==> src/sv/bacxh_pkg.sv <==
package bacxh_pkg;

   localparam int unsigned BlockBytes = 16;
   localparam int unsigned HalfBits   = 64;
   localparam int unsigned BlockBits  = 8 * BlockBytes;
   localparam int unsigned CountBits  = 5;
   localparam logic [7:0]  FeedbackInit = 8'hC9;
   localparam logic [CountBits-1:0] FullCount = 5'h10;

   typedef logic [7:0] byte_type;

   // One input word as it sits in the input register
   typedef struct packed {
      logic [BlockBits-1:0] block;
      logic [CountBits-1:0] byte_count;
      logic                 new_buffer;
      logic                 new_hash;
   } item_type;

   // Running hash state kept between words
   typedef struct packed {
      logic [BlockBits-1:0] hash;
      logic [BlockBits-1:0] pend_block;
      logic                 pend_full;
      byte_type             feedback;
      byte_type             round_count;
   } state_type;

endpackage

==> src/sv/bacxh_absorb.sv <==
module bacxh_absorb (
   input  bacxh_pkg::item_type  item,
   input  bacxh_pkg::state_type cur,
   output bacxh_pkg::state_type nxt,
   output logic                 absorbed
);

   localparam int unsigned Bytes  = bacxh_pkg::BlockBytes;
   localparam int unsigned Levels = 4;

   bacxh_pkg::byte_type sum   [Bytes];
   bacxh_pkg::byte_type scan  [Levels+1][Bytes];
   bacxh_pkg::byte_type chain [Bytes];
   logic [bacxh_pkg::BlockBits-1:0] hash_start;
   logic [bacxh_pkg::BlockBits-1:0] hash_chain;
   logic                pend_start;
   bacxh_pkg::byte_type fb_start;
   bacxh_pkg::byte_type rc_start;
   bacxh_pkg::byte_type mix;
   logic                has_bytes;
   logic                is_full;

   // Apply hash clear and buffer restart ahead of the absorb
   always_comb begin
      hash_start = item.new_hash ? '0 : cur.hash;
      pend_start = item.new_buffer ? 1'b0 : cur.pend_full;
      fb_start   = item.new_buffer ? bacxh_pkg::FeedbackInit : cur.feedback;
      rc_start   = item.new_buffer ? 8'h00 : cur.round_count;
      has_bytes  = (item.byte_count != '0);
      is_full    = (item.byte_count >= bacxh_pkg::FullCount);
      absorbed   = has_bytes && pend_start;
   end

   // Add pending block bytes, then prefix-xor the sums with feedback in log steps
   always_comb begin
      for (int i = 0; i < Bytes; i++) begin
         sum[i] = hash_start[8*i +: 8] + cur.pend_block[8*i +: 8];
         scan[0][i] = (i == 0) ? (sum[i] ^ fb_start) : sum[i];
      end
      for (int l = 0; l < Levels; l++) begin
         for (int i = 0; i < Bytes; i++) begin
            if (i >= (1 << l)) begin
               scan[l+1][i] = scan[l][i] ^ scan[l][i - (1 << l)];
            end else begin
               scan[l+1][i] = scan[l][i];
            end
         end
      end
      for (int i = 0; i < Bytes; i++) begin
         chain[i] = scan[Levels][i];
         hash_chain[8*i +: 8] = chain[i];
      end
      mix = rc_start + chain[Bytes-1];
   end

   // Select the next state
   always_comb begin
      nxt.hash        = absorbed ? hash_chain : hash_start;
      nxt.feedback    = absorbed ? {mix[6:0], mix[7]} : fb_start;
      nxt.round_count = absorbed ? rc_start + 8'h01 : rc_start;
      nxt.pend_block  = cur.pend_block;
      nxt.pend_full   = pend_start;
      if (has_bytes) begin
         nxt.pend_full = is_full;
         if (is_full) begin
            nxt.pend_block = item.block;
         end
      end
   end

endmodule

==> src/sv/block_add_xor_chain_hash.sv <==
// Block add/xor-chain hash.
// req_ channel: one 16-byte word per handshake (block_lo/hi, byte_count,
// new_buffer, new_hash). rsp_ channel: one word per request with the hash
// after that request and a flag telling whether the held block was absorbed.
// A full block is held and only enters the hash when a later word of the
// same buffer carries bytes; the last full block and short tails are dropped.
// An accepted word sits in the input register, is processed from there into
// the result register and shows on rsp_ from that register.
// Throughput: one word per cycle unless rsp_ready stalls the result; the add,
// xor chain and feedback update all fit between the input register and the
// result register, so words may follow back to back.
// Reset (synchronous, active high): hash cleared, nothing held, feedback
// 0xC9, round counter 0, both pipeline stages empty.
// Stall: when rsp_ready is low the result holds; one more word is still
// taken into the input register, after which req_ready drops.
module block_add_xor_chain_hash (
   input  logic        clock,
   input  logic        reset,
   input  logic        req_valid,
   output logic        req_ready,
   input  logic [63:0] req_block_lo,
   input  logic [63:0] req_block_hi,
   input  logic [4:0]  req_byte_count,
   input  logic        req_new_buffer,
   input  logic        req_new_hash,
   output logic        rsp_valid,
   input  logic        rsp_ready,
   output logic [63:0] rsp_hash_lo,
   output logic [63:0] rsp_hash_hi,
   output logic        rsp_absorbed
);

   bacxh_pkg::item_type  item_ff, item_in;
   logic                 item_valid_ff, item_valid_in;
   bacxh_pkg::state_type state_ff, state_in;
   bacxh_pkg::state_type state_nxt;
   logic                 out_valid_ff, out_valid_in;
   logic [bacxh_pkg::BlockBits-1:0] out_hash_ff, out_hash_in;
   logic                 out_abs_ff, out_abs_in;
   logic                 abs_now;
   logic                 advance;
   logic                 req_fire;

   bacxh_absorb u_absorb (
      .item     (item_ff),
      .cur      (state_ff),
      .nxt      (state_nxt),
      .absorbed (abs_now)
   );

   // Handshake control
   always_comb begin
      advance   = !out_valid_ff || rsp_ready;
      req_ready = !item_valid_ff || advance;
      req_fire  = req_valid && req_ready;
   end

   // Load input register, advance state and result register
   always_comb begin
      item_in       = item_ff;
      item_valid_in = item_valid_ff;
      state_in      = state_ff;
      out_valid_in  = out_valid_ff;
      out_hash_in   = out_hash_ff;
      out_abs_in    = out_abs_ff;
      if (advance) begin
         out_valid_in = item_valid_ff;
         if (item_valid_ff) begin
            state_in    = state_nxt;
            out_hash_in = state_nxt.hash;
            out_abs_in  = abs_now;
         end
         item_valid_in = 1'b0;
      end
      if (req_fire) begin
         item_valid_in      = 1'b1;
         item_in.block      = {req_block_hi, req_block_lo};
         item_in.byte_count = req_byte_count;
         item_in.new_buffer = req_new_buffer;
         item_in.new_hash   = req_new_hash;
      end
   end

   always_ff @(posedge clock) begin
      if (reset) begin
         item_valid_ff        <= 1'b0;
         out_valid_ff         <= 1'b0;
         state_ff.hash        <= '0;
         state_ff.pend_block  <= '0;
         state_ff.pend_full   <= 1'b0;
         state_ff.feedback    <= bacxh_pkg::FeedbackInit;
         state_ff.round_count <= 8'h00;
      end else begin
         item_valid_ff <= item_valid_in;
         out_valid_ff  <= out_valid_in;
         state_ff      <= state_in;
      end
   end

   // Payload registers
   always_ff @(posedge clock) begin
      item_ff     <= item_in;
      out_hash_ff <= out_hash_in;
      out_abs_ff  <= out_abs_in;
   end

   assign rsp_valid    = out_valid_ff;
   assign rsp_hash_lo  = out_hash_ff[bacxh_pkg::HalfBits-1:0];
   assign rsp_hash_hi  = out_hash_ff[bacxh_pkg::BlockBits-1:bacxh_pkg::HalfBits];
   assign rsp_absorbed = out_abs_ff;

endmodule

==> config.mk <==
export PLATFORM = sky130hd
export DESIGN_NAME = block_add_xor_chain_hash
export DESIGN_NICKNAME = d
export VERILOG_FILES = /design/src/sv/bacxh_pkg.sv /design/src/sv/bacxh_absorb.sv /design/src/sv/block_add_xor_chain_hash.sv
export SDC_FILE = /design/constraint.sdc
export NUM_CORES = 1
export LEC_CHECK = 0
export BUFFER_PORTS_ARGS = -buffer_cell sky130_fd_sc_hd__buf_4
export CAP_MARGIN = 20
export CORE_MARGIN = 2
export CORE_UTILIZATION = 30
export CTS_CLUSTER_DIAMETER = 120
export DETAILED_ROUTE_END_ITERATION = 10
export PLACE_DENSITY = 0.44
export SYNTH_ARGS = -nofsm -noshare
export SYNTH_HDL_FRONTEND = slang
export SYNTH_SLANG_ARGS = --single-unit
==> constraint.sdc <==
create_clock -name clock -period 8.1 [get_ports clock]
set_clock_uncertainty 0.05 [all_clocks]
set_input_delay 1.215 -clock clock [delete_from_list [all_inputs] [get_ports clock]]
set_output_delay 1.215 -clock clock [all_outputs]
set_load 0.02 [all_outputs]
# Word level (Yosys, flattened, before mapping)
# Cells that the tools add are included.
# Widths: inputs -> output; s select.
[word_totals]
input_bits = 139
out_inout_bits = 131
word_cells = 102
regBits = 539
[classes]
n_reduce_logical = 10
add_sub_neg = 18
order_cmp = 1
n_bitwise = 50
n_mux = 10
[ops]
columns = ["operator", "n"]
rows = [
  ["$xor 8x8->8", 50],
  ["$mux 128", 2],
  ["$add 8x8->8", 17],
  ["$mux 8", 4],
  ["$add 8x1->8 const B", 1],
  ["$ge 5x5->1 const B", 1],
  ["$reduce_bool 5->1", 1],
  ["$mux 1", 4],
  ["$reduce_and 4->1", 1],
  ["$logic_and 1x1->1", 2],
  ["$logic_not 1->1", 2],
  ["$logic_or 1x1->1", 2],
  ["$reduce_and 2->1", 1],
  ["$reduce_bool 2->1", 1],
]

# Logic depth before layout (Yosys ltp)
# Gate-level depths: netlist of run 1.
[depth]
depth_word = 9
ltp_mapped = 28
depth_no_buf = 23

# Cells and area by module
# A second synthesis of run 1 with hierarchy kept.
[unflattened]
cells_unflattened = 2762
area_unflattened_um2 = 30884.6
[modules_own_cells]
columns = ["module", "cells_per_inst", "seq_area_each_um2", "n_inst", "area_per_inst_um2"]
rows = [
  ["block_add_xor_chain_hash", 1458, 13432.9, 1, 20221.9],
  ["bacxh_absorb", 1304, 0.0, 1, 10662.7],
]

# Worst setup path after synthesis of run 1
# Ideal clock, no wire load.
[synth_path]
path_kind = "reg2reg"
startpoint = "register item_ff[0] (netlist bit)"
endpoint = "register state_ff[8] (netlist bit)"
required_time_ps = 7917
slack_ps = 1759
path_stages_with_launch = 25
setup_time_ps = 133
arrival_time_ps = 6158
n_path_buf = 4
period_less_slack_ps = 6341
path_cell_list = "edfxtp_1 clkbuf_1 clkbuf_1 clkbuf_1 clkbuf_1 nand2b_1 fa_1 xnor3_1 xor2_1 xor2_1 xor2_1 xor3_1 xnor2_1 xor2_1 xnor2_1 ha_1 a21o_1 a21oi_1 o21ai_0 a21o_1 a21oi_1 xnor2_1 xnor2_1 xnor2_1 a21oi_1"
[synth_between]
elab_chain_cells = 9
elab_cells_between_ends = 35
cone_classes = "add/sub: 17; mux: 2; bitwise: 16"
[synth_lines]
columns = ["element", "line", "rtl"]
rows = [
  ["start, declared", "block_add_xor_chain_hash.sv:33", "bacxh_pkg::item_type item_ff, item_in;"],
  ["start signal, assigned", "block_add_xor_chain_hash.sv:102", "item_ff <= item_in;"],
  ["$mux 128 (*)", "bacxh_absorb.sv:25", "hash_start = item.new_hash ? '0 : cur.hash;"],
  ["$add 8x8->8", "bacxh_absorb.sv:37", "sum[i] = hash_start[8*i +: 8] + cur.pend_block[8*i +: 8];"],
  ["$xor 8x8->8", "bacxh_absorb.sv:38", "scan[0][i] = (i == 0) ? (sum[i] ^ fb_start) : sum[i];"],
  ["$xor 8x8->8 (3 in series)", "bacxh_absorb.sv:43", "scan[l+1][i] = scan[l][i] ^ scan[l][i - (1 << l)];"],
  ["$xor 8x8->8 (*)", "bacxh_absorb.sv:43", ""],
  ["$add 8x8->8 (*)", "bacxh_absorb.sv:53", "mix = rc_start + chain[Bytes-1];"],
  ["$mux 8 (*)", "bacxh_absorb.sv:59", "nxt.feedback = absorbed ? {mix[6:0], mix[7]} : fb_start;"],
  ["end signal, assigned", "block_add_xor_chain_hash.sv:96", "state_ff <= state_in;"],
  ["end, declared", "block_add_xor_chain_hash.sv:35", "bacxh_pkg::state_type state_ff, state_in;"],
]
# Mark *: on every way between the ends. The rest lies on a longest branch, timed or not.
# A chain may end at the register's enable or synchronous reset.

# Worst setup path after layout of run 1
# Same ends and word-level chain as after synthesis.

==> results of run 1 <==
## final cells by class
cell class	count	area, µm²
multi-input cells	1823	12000
well taps	1155	1450
repair buffers	296	2260
clock inverters	29	378
flip-flops and latches	539	13400
clock buffers	93	1920
inverters	87	334
fillers	8546	54800
## cells in the final DEF, fill, tap and decap left out, types with 6 or more instances in the layout
master | netlist | final
a22o_1 | 14 | 14
xnor2_2 | 9 | 9
xnor3_1 | 17 | 17
clkbuf_1 | 111 | 17
nand2_1 | 459 | 458
a21oi_1 | 252 | 252
o21a_1 | 10 | 10
o21bai_1 | 20 | 20
nor2_1 | 154 | 153
o21ai_0 | 82 | 82
nor2b_1 | 133 | 132
mux2_2 | 56 | 56
inv_1 | 86 | 85
dfxtp_1 | 275 | 275
clkbuf_16 | 0 | 72
a211oi_1 | 8 | 8
o211ai_1 | 6 | 6
nand2b_1 | 30 | 29
ha_1 | 121 | 121
xnor2_1 | 186 | 186
bufinv_16 | 0 | 8
a21o_1 | 30 | 30
edfxtp_1 | 264 | 264
fa_1 | 17 | 17
xor2_1 | 75 | 75
a22oi_1 | 22 | 22
o21ai_1 | 10 | 9
buf_4 | 0 | 292
nand3_1 | 15 | 15
nor3_1 | 48 | 48
## power groups by stage
stage               Sequential (mW)  Combinational (mW)  Clock [mW]
floorplan                      3.13               0.713           0
global placement               3.10                1.14           0
detailed placement             3.10                1.15           0
CTS                            3.04                1.16        3.23
global route                   3.05                1.23        3.34
finish                         3.04                1.14        3.13
## state kept, by name, summed over array words and instances, names as in the netlist
name,count
item_valid_ff,1
out_hash_ff,128
item_ff,135
rsp_valid,1
rsp_absorbed,1
state_ff,273
## tightest hold or removal path: stages, from the launching register on
cell,delay (ns)
dfxtp_1,0.30
nand2_1,0.05
a21oi_1,0.05
## logic make-up (layout without fill, tap and decap cells)
kind of cell               after synthesis  count (layout)  share of synthesized area
adders and majority gates              138             138                     0.0708
and+or+nand+nor                        855             855                      0.143
xor gates and xnor gates               293             293                      0.113
buffers and inverters                  209             505                     0.0300
AOI/OAI and AO/OA                      476             476                      0.105
muxes                                   61              61                     0.0260
DFF                                    539             539                      0.513
## routing by layer
| layer | up-vias | wire length [µm] | GRT usage |
|---|---|---|---|
| li1 | 9233 | - | - |
| met1 | 8917 | 35800 | 0.231 |
| met2 | 413 | 35800 | 0.278 |
| met3 | 84 | 3990 | 0.0304 |
| met4 | 0 | 1310 | 0.0444 |
| met5 | - | 0 | 0 |
## stage by stage
| stage | setup WS (ns) | util | total power, mW |
|---|---|---|---|
| final | 1.08 | 0.367 | 7.31 |
| after global routing | 0.591 | 0.367 | 7.63 |
| after CTS | 0.998 | 0.367 | 7.44 |
| after detailed placement | 1.06 | 0.340 | 4.25 |
| after global placement | 1.19 | 0.340 | 4.24 |
| after floorplan | 1.76 | - | 3.84 |
## worst min path at each step
stage	startpoint	to	slack (ns)
floorplan	state_ff[232]	state_ff[232]	0.37
global placement	state_ff[257]	state_ff[257]	0.38
detailed placement	state_ff[202]	state_ff[202]	0.39
CTS	state_ff[202]	state_ff[202]	0.40
global route	state_ff[214]	state_ff[214]	0.42
finish	state_ff[159]	state_ff[159]	0.40
==> flow_metrics.py, run 1 <==
metrics = {
    "status": {
        "run_status": "completed",
    },
    "die": {
        "floorplan.die_area_um2": 89700,
        "die_width_um": 300,
        "core_area_um2": 86600,
        "placementRows": 108,
        "io-pin-count": 270,
        "dieHeight_um": 300,
        "initial_core_utilization": 0.303,
    },
    "logic_synthesis": {
        "number_of_synthesized_register_bits": 539,
        "synth-edff-count": 264,
        "synth.cells.most_frequent": "nand2_1 (459), dfxtp_1 (275), edfxtp_1 (264), a21oi_1 (252), xnor2_1 (186)",
        "synth_nets": 2848,
        "async_flop_share": 0,
        "number_of_warning_messages_in_the_yosys_log": 0,
        "seq_area_frac_synth": 0.513,
        "synthesis.area_um2": 26200,
        "synth.avg_cell_area_um2": 10.2,
        "synthDominantCellAreaShare": 0.303,
        "post_synthesis_cell_type_with_the_largest_combined_area": "edfxtp_1",
        "top_flip_flop_cell_by_instance_count_after_synthesis": "dfxtp_1",
        "synthTopCellsByArea": "edfxtp_1 (30%), dfxtp_1 (21%), nand2_1 (6.6%)",
        "syn_inst": 2571,
        "synthMostInstantiatedCell": "nand2_1",
        "synth_cell_types": 57,
    },
    "timing": {
        "rsz0062_at_grt": "no",
        "fin_crit_sh": 0.867,
        "finalHoldViolCount": 0,
        "finalWorstPathRequiredPeriod_ns": 7.02,
        "slew_margin_rel": 0.340,
        "fmax_mhz": 142,
        "setup-tns-final_ns": 0,
        "fin_worst_hold_slack_ns": 0.398,
        "finalSetupViolations": 0,
        "number_of_pins_exceeding_their_max_slew_limit_in_the_final_report": 0,
        "max_slew.worst_pin.slew_ns": 0.991,
    },
    "placement": {
        "dpl.hpwl_um": 54100,
        "io_buffers": 269,
        "placedInstanceArea_um2": 29500,
        "placedCellCount": 3899,
        "routabilityCongestion": 0.834,
    },
    "detailed_routing": {
        "ant_nets": 0,
        "total_number_of_vias": 18600,
        "first_iter_violations": 1105,
        "wire_per_inst_um": 19.1,
        "detailedRoute.firstPassIterationCount": 6,
        "totalWireLength_um": 76900,
        "detailed_route_drc_error_count": 0,
        "routed_via_density": 4.64,
    },
    "clocking": {
        "htree_num_levels": 3,
        "cts_tree": "done",
        "post_cts_hold_buffer_count": 0,
        "postCtsSetupRepairBufs": 0,
        "clock_latency_ns": 0.60,
        "cts.clk_slew.worst_paths_ns": 0.06,
        "cts.root.buffer_cell": "clkbuf_16",
        "cts_made_buffers": 67,
        "cts_resized": 0,
        "clock_path_buffers": 3,
        "clock-sinks": 539,
    },
    "setup_path": {
        "criticalPathCategory": "flip-flop to flip-flop",
        "slowest_delay_ns": 0.62,
        "r2r_endpoint": "state_ff[8]",
        "cp_common_cell": "xnor2_1",
        "slowest_stage": "xor3_1",
        "reg2reg_depth": 22,
        "worstPathCellList": "buf_4, nor2b_1, inv_1, fa_1, xnor3_1, xor2_1, xor2_1, xor2_1, xor3_1, xnor2_1, xor2_1, xnor2_1, ha_1, a21o_1, a21oi_1, o21ai_0, a21o_1, a21oi_1, xnor2_1, xnor2_1, xnor2_1, a21oi_1",
        "worst_path_dominant_cell_family": "XOR/XNOR gates",
        "critPathCaptureType": "flip-flop",
        "cp.buffers_inverters": 2,
        "cp_max_fo": 32,
        "crit_path_start": "item_ff[0]",
        "worst-endpoint-required_ns": 8.52,
        "worstSetupStartpointType": "flip-flop",
        "worst_setup_path_endpoint": "state_ff[8]",
        "worstPathArrival_ns": 7.44,
        "critical_path_cell_count": 22,
        "ff2ff_setup_slack_ns": 1.08,
        "worst_r2r_startpoint": "item_ff[0]",
    },
    "pwr": {
        "switching_power_mw": 1.95,
        "p_int_mw": 5.36,
        "leakage_nw": 12.4,
        "swShare": 0.267,
        "worst_ir_drop_vdd_mv": 0.127,
        "pwr-share-seq": 0.416,
        "comb_power_share": 0.156,
        "fraction_of_power_consumed_by_the_clock_network": 0.428,
        "powerDensity_nw_per_um2": 230,
    },
    "global_route": {
        "grt_start_max_net_pins": 79,
        "track_usage": 0.170,
        "first_global_vias": 19000,
        "grt_remaining_overflow": 0,
        "antenna_found_initial": 1,
        "wire_length_of_the_first_global_routing_pass_um": 116000,
    },
    "min_path": {
        "min_path_type": "flip-flop to flip-flop",
        "min_path_cells": 2,
    },
    "layout": {
        "drive_gt1_frac": 0.166,
        "finalNonFillerCells": 4022,
        "areaGrowthSynthToFinish_pct": 21.3,
        "net_count_of_the_finished_layout": 3091,
        "insertedDiodeCount": 0,
        "post-route-cell-area_um2": 31800,
    },
    "run": {
        "drv.max_cap_violation_count": 0,
    },
}
(Power assumes the default switching activity.)
==> run 2: changes to the inputs <==
--- a/config.mk
+++ b/config.mk
@@ -7,11 +7,13 @@
 export LEC_CHECK = 0
 export BUFFER_PORTS_ARGS = -buffer_cell sky130_fd_sc_hd__buf_4
 export CAP_MARGIN = 20
+export CELL_PAD_IN_SITES_DETAIL_PLACEMENT = 1
+export CELL_PAD_IN_SITES_GLOBAL_PLACEMENT = 2
 export CORE_MARGIN = 2
 export CORE_UTILIZATION = 30
 export CTS_CLUSTER_DIAMETER = 120
 export DETAILED_ROUTE_END_ITERATION = 10
-export PLACE_DENSITY = 0.44
+export PLACE_DENSITY = 0.63
 export SYNTH_ARGS = -nofsm -noshare
 export SYNTH_HDL_FRONTEND = slang
 export SYNTH_SLANG_ARGS = --single-unit
==> run 2 against run 1 <==
Effect of this change: final cell count barely moved; global-route usage grew 1.0 points; register-to-register slack better by 0.36 ns; critical path type unchanged; die area unchanged; combinational power about the same; count of clock-buffer cells in the layout fell by 8; sequential power barely moved; via count increased by 1.4%; fmax increased by 5.3%.
==> flow_metrics.py, run 2 (synthesized netlist as in run 1, its figures left out) <==
metrics = {
    "clocking": {
        "post_cts_hold_buffer_count": 0,
        "clock_latency_ns": 0.61,
        "cts_tree": "done",
        "cts.clk_slew.worst_paths_ns": 0.06,
        "clock_path_buffers": 3,
        "cts_made_buffers": 67,
        "cts.root.buffer_cell": "clkbuf_16",
        "postCtsSetupRepairBufs": 0,
        "cts_resized": 0,
        "htree_num_levels": 3,
        "clock-sinks": 539,
    },
    "layout": {
        "layout.cells.most_common": "nand2_1",
        "drive_gt1_frac": 0.167,
        "most_flops_register": "state_ff",
        "areaGrowthSynthToFinish_pct": 21.0,
        "net_count_of_the_finished_layout": 3088,
        "reg.largest.list": "state_ff (273), item_ff (135), out_hash_ff (128)",
        "final_util": 0.366,
        "largest_register_ff_count": 273,
        "mostFrequentLayoutCells": "nand2_1 (458), buf_4 (290), dfxtp_1 (275)",
        "insertedDiodeCount": 0,
    },
    "timing": {
        "finalSetupViolations": 0,
        "fmax_mhz": 150,
        "finalWorstSetupSlack_ns": 1.44,
        "fin_crit_sh": 0.823,
        "max_slew.worst_pin.slew_ns": 1.17,
        "number_of_pins_exceeding_their_max_slew_limit_in_the_final_report": 0,
        "rsz0062_at_grt": "no",
        "slew_margin_rel": 0.218,
        "setup-tns-final_ns": 0,
        "finalHoldViolCount": 0,
        "finalWorstPathRequiredPeriod_ns": 6.66,
    },
    "detailed_routing": {
        "routed_via_density": 4.71,
        "wire_per_inst_um": 20.2,
        "detailedRoute.firstPassIterationCount": 5,
        "detailed_route_drc_error_count": 0,
        "totalWireLength_um": 81200,
        "first_iter_violations": 715,
        "total_number_of_vias": 18900,
        "ant_nets": 0,
    },
    "min_path": {
        "min_path_cells": 2,
        "hold_path_end": "state_ff[220]",
        "min_path_type": "flip-flop to flip-flop",
        "min-delay-start": "state_ff[220]",
    },
    "die": {
        "placementRows": 108,
        "dieHeight_um": 300,
        "die_width_um": 300,
        "core_area_um2": 86600,
        "initial_core_utilization": 0.303,
        "io-pin-count": 270,
        "floorplan.die_area_um2": 89700,
    },
    "global_route": {
        "grt_remaining_overflow": 0,
        "wire_length_of_the_first_global_routing_pass_um": 124000,
        "grt_start_max_net_pins": 117,
        "track_usage": 0.180,
        "first_global_vias": 20300,
        "antenna_found_initial": 4,
    },
    "setup_path": {
        "cp_max_fo": 7,
        "worstPathArrival_ns": 7.09,
        "worstSetupStartpointType": "flip-flop",
        "critPathCaptureType": "flip-flop",
        "worst_r2r_startpoint": "item_ff[0]",
        "ff2ff_setup_slack_ns": 1.44,
        "r2r_endpoint": "state_ff[8]",
        "worst-endpoint-required_ns": 8.52,
        "reg2reg_depth": 23,
        "criticalPathCategory": "flip-flop to flip-flop",
    },
    "placement": {
        "io_buffers": 269,
        "preCtsSetupSlack_ns": 1.44,
        "routabilityCongestion": 0.805,
        "dpl.hpwl_um": 57800,
    },
    "pwr": {
        "worst_ir_drop_vdd_mv": 0.116,
        "power.total_mw": 7.27,
        "leakage_nw": 12.3,
        "powerDensity_nw_per_um2": 229,
    },
    "run": {
        "drv.max_cap_violation_count": 0,
    },
    "status": {
        "run_status": "completed",
    },
}
-- run 2: changes by cell type in the layout (fill, tap and decap cells not counted), sizes merged --
| cell | previous run | this run |
|---|---|---|
| clkinv | 11 | 21 |
| clkbuf | 94 | 86 |
| inv | 91 | 89 |
| buf | 295 | 292 |
| bufinv | 8 | 7 |
-- run 2: stage by stage --
stage / cell area, µm² / instances / hold WS, ns
finish: 31700 / 4018 / 0.401
global route: 31700 / 4018 / 0.420
CTS: 31700 / 4018 / 0.402
detailed placement: 29500 / 3897 / 0.394
global placement: 29400 / 3896 / 0.380
floorplan: 26200 / 2571 / 0.367
-- run 2: critical path, cell delays in order (launching register included) --
cell      delay [ns]
edfxtp_1        0.55
nor2b_1         0.22
ha_1            0.22
inv_1           0.07
fa_1            0.42
xor2_1          0.23
xnor3_1         0.54
xnor3_2         0.52
xnor2_2         0.44
xnor2_4         0.17
xnor2_2         0.33
xnor2_2         0.17
xnor2_1         0.49
xnor2_2         0.19
xnor2_2         0.20
ha_1            0.36
a21oi_1         0.24
o21ai_0         0.20
a21o_1          0.21
a21oi_1         0.17
xnor2_1         0.15
xnor2_1         0.15
xnor2_1         0.13
a21oi_1         0.08
-- run 2: where the power goes --
part / leakage [nW] / internal, mW / switching, mW / total (mW)
Clock: 1.09 / 1.85 / 1.22 / 3.07
Sequential: 4.76 / 2.99 / 0.0558 / 3.04
Combinational: 6.48 / 0.453 / 0.701 / 1.15
-- run 2: routing by layer --
layer  global-route usage  part of all wire  wire, µm
met5                    0                 0         0
met4               0.0574             0.026      2120
met3               0.0275             0.036      2900
met2                0.307              0.48     39200
met1                0.233              0.46     37000
-- run 2: how the worst max path moves through the flow --
| stage | depth (start not counted) | from | end |
|---|---|---|---|
| after detailed placement | 22 | item_ff[0] | state_ff[8] |
| after global placement | 23 | item_ff[0] | state_ff[8] |
| after floorplan | 24 | item_ff[0] | state_ff[8] |
| after global routing | 23 | item_ff[0] | state_ff[8] |
| after CTS | 23 | item_ff[0] | state_ff[8] |
| final | 23 | item_ff[0] | state_ff[8] |
-- run 2: area by class of cell --
class / count / area [µm²]
clock buffer: 85 / 1860
multi-input combinational: 1823 / 12000
timing repair buffer: 293 / 2240
tap: 1155 / 1450
clock inverter: 36 / 383
sequential: 539 / 13400
inverter: 87 / 334
fill: 9636 / 54900
==> run 3: changes to the inputs <==
==> constraint.sdc (replaced) <==
create_clock -name clock -period 6.7 [get_ports clock]
set_clock_uncertainty 0.05 [all_clocks]
set_input_delay 1.005 -clock clock [delete_from_list [all_inputs] [get_ports clock]]
set_output_delay 1.005 -clock clock [all_outputs]
set_load 0.02 [all_outputs]
==> run 3 against run 2 <==
Effect of this change: count of clock-buffer cells in the layout unchanged; routed wire length up 0.84%; non-clock buffer count up 17; clock power up 26%; worst hold slack worse by 0.00087 ns; worst setup slack worse by 1.0 ns; highest routed layer unchanged.
==> flow_metrics.py, run 3 (synthesized netlist as in run 1, its figures left out) <==
metrics = {
    "layout": {
        "layout.cells.most_common": "nand2_1",
        "net_count_of_the_finished_layout": 3105,
        "areaGrowthSynthToFinish_pct": 22.0,
        "layout.filler_cells": 9592,
        "most_flops_register": "state_ff",
        "mostFrequentLayoutCells": "nand2_1 (458), buf_4 (306), dfxtp_1 (275)",
        "largest_register_ff_count": 273,
        "seq_area_um2": 13400,
        "final_util": 0.369,
        "reg.largest.list": "state_ff (273), item_ff (135), out_hash_ff (128)",
        "drive_gt1_frac": 0.173,
        "multiInputGateArea_um2": 12000,
    },
    "clocking": {
        "cts.root.buffer_cell": "clkbuf_16",
        "cts_made_buffers": 67,
        "cts.clk_slew.worst_paths_ns": 0.06,
        "clock-sinks": 539,
        "htree_num_levels": 3,
        "clock_path_buffers": 3,
        "cts_tree": "done",
        "clock_latency_ns": 0.60,
        "postCtsSetupRepairBufs": 0,
    },
    "detailed_routing": {
        "routed_via_density": 4.72,
        "first_iter_violations": 708,
        "wire_per_inst_um": 20.3,
        "ant_nets": 0,
        "totalWireLength_um": 81900,
        "detailedRoute.firstPassIterationCount": 5,
        "detailed_route_drc_error_count": 0,
        "total_number_of_vias": 19100,
    },
    "setup_path": {
        "crit_path_start": "item_ff[0]",
        "worst_r2r_startpoint": "item_ff[0]",
        "critPathCaptureType": "flip-flop",
        "criticalPathCategory": "flip-flop to flip-flop",
        "r2r_endpoint": "state_ff[8]",
        "ff2ff_setup_slack_ns": 0.44,
        "reg2reg_depth": 24,
        "worstPathArrival_ns": 6.68,
        "cp_max_fo": 9,
        "worstSetupStartpointType": "flip-flop",
        "worst_setup_path_endpoint": "state_ff[8]",
        "worst-endpoint-required_ns": 7.12,
    },
    "timing": {
        "max_slew.worst_pin.slew_ns": 1.02,
        "finalSetupViolations": 0,
        "fin_worst_hold_slack_ns": 0.400,
        "number_of_pins_exceeding_their_max_slew_limit_in_the_final_report": 0,
        "setup-tns-final_ns": 0,
        "finalWorstPathRequiredPeriod_ns": 6.26,
        "slew_margin_rel": 0.321,
        "rsz0062_at_grt": "no",
        "fin_crit_sh": 0.934,
        "fmax_mhz": 160,
        "finalHoldViolCount": 0,
    },
    "die": {
        "core_area_um2": 86600,
        "initial_core_utilization": 0.303,
        "floorplan.die_area_um2": 89700,
        "placementRows": 108,
        "die_width_um": 300,
        "dieHeight_um": 300,
        "io-pin-count": 270,
    },
    "global_route": {
        "antenna_found_initial": 0,
        "grt_remaining_overflow": 0,
        "track_usage": 0.181,
        "grt_start_max_net_pins": 101,
        "wire_length_of_the_first_global_routing_pass_um": 124000,
        "first_global_vias": 20400,
    },
    "min_path": {
        "min_path_type": "flip-flop to flip-flop",
    },
    "placement": {
        "io_buffers": 269,
        "routabilityCongestion": 0.825,
        "dpl.hpwl_um": 58200,
    },
    "pwr": {
        "leakage_nw": 12.5,
        "powerDensity_nw_per_um2": 282,
        "worst_ir_drop_vdd_mv": 0.147,
    },
    "status": {
        "run_status": "completed",
    },
    "run": {
        "drv.max_cap_violation_count": 0,
    },
}
==> run 3: cell count changes in the layout (fill, tap and decap cells not counted), sizes merged <==
cell / change
buf: +17
bufinv: +4
clkinv: -5
diode: +1
inv: +2
==> run 3: through the flow <==
| step | worst slack, ns | power (mW) | cell area, µm² | std cells |
|---|---|---|---|---|
| floorplan | 0.359 | 4.64 | 26200 | 2571 |
| global placement | 0.257 | 5.21 | 29600 | 3912 |
| detailed placement | 0.191 | 5.23 | 29600 | 3913 |
| CTS | 0.157 | 9.17 | 31900 | 4035 |
| global route | 0.0118 | 9.42 | 32000 | 4036 |
| finish | 0.441 | 9.02 | 32000 | 4037 |
==> run 3: worst min-delay path by stage <==
stage,to,from,cells past startpoint
floorplan,state_ff[232],state_ff[232],2
global placement,state_ff[257],state_ff[257],2
detailed placement,state_ff[157],state_ff[157],2
CTS,state_ff[157],state_ff[157],2
global route,state_ff[157],state_ff[157],2
finish,state_ff[157],state_ff[157],2
==> run 3: layout make-up <==
class,instances,share of cell area
diodes,1,0.0000783
clock buffers,85,0.0581
clock inverters,37,0.0155
inverters,87,0.0104
multi-input cells,1823,0.376
flip-flops and latches,539,0.420
well taps,1155,0.0452
repair buffers,310,0.0741
==> run 3: worst max-delay path, stage by stage (launching register included) <==
cell	delay, ns
edfxtp_1	0.42
buf_4	0.20
nor2b_1	0.17
ha_1	0.22
inv_1	0.08
fa_1	0.53
xnor3_1	0.39
xor2_1	0.30
xor2_1	0.26
xor2_1	0.19
buf_4	0.20
xor3_1	0.51
xnor2_1	0.39
xor2_2	0.27
xnor2_1	0.19
ha_1	0.27
a21o_1	0.17
a21oi_1	0.24
o21ai_0	0.18
a21o_1	0.21
a21oi_1	0.16
xnor2_1	0.15
xnor2_1	0.15
xnor2_1	0.14
a21oi_1	0.08
==> run 3: report_power, final <==
group / total, mW / internal [mW] / leakage [nW] / switching, mW
Sequential: 3.67 / 3.61 / 4.76 / 0.0646
Clock: 3.87 / 2.40 / 1.14 / 1.47
Combinational: 1.47 / 0.594 / 6.58 / 0.878
==> run 3: layer usage <==
layer / global-route usage / part of all wire / vias up
met2: 0.306 / 0.48 / 324
li1: - / - / 9251
met4: 0.0636 / 0.033 / 0
met3: 0.0261 / 0.035 / 132
met5: 0 / 0 / -
met1: 0.237 / 0.45 / 9349
==> run 3: repair_timing <==
action | CTS | global route
endpoints found under the setup margin | 0 | 1
hold endpoints to repair | 0 | 0
gates resized for setup | 0 | 3
hold buffers | 0 | 0
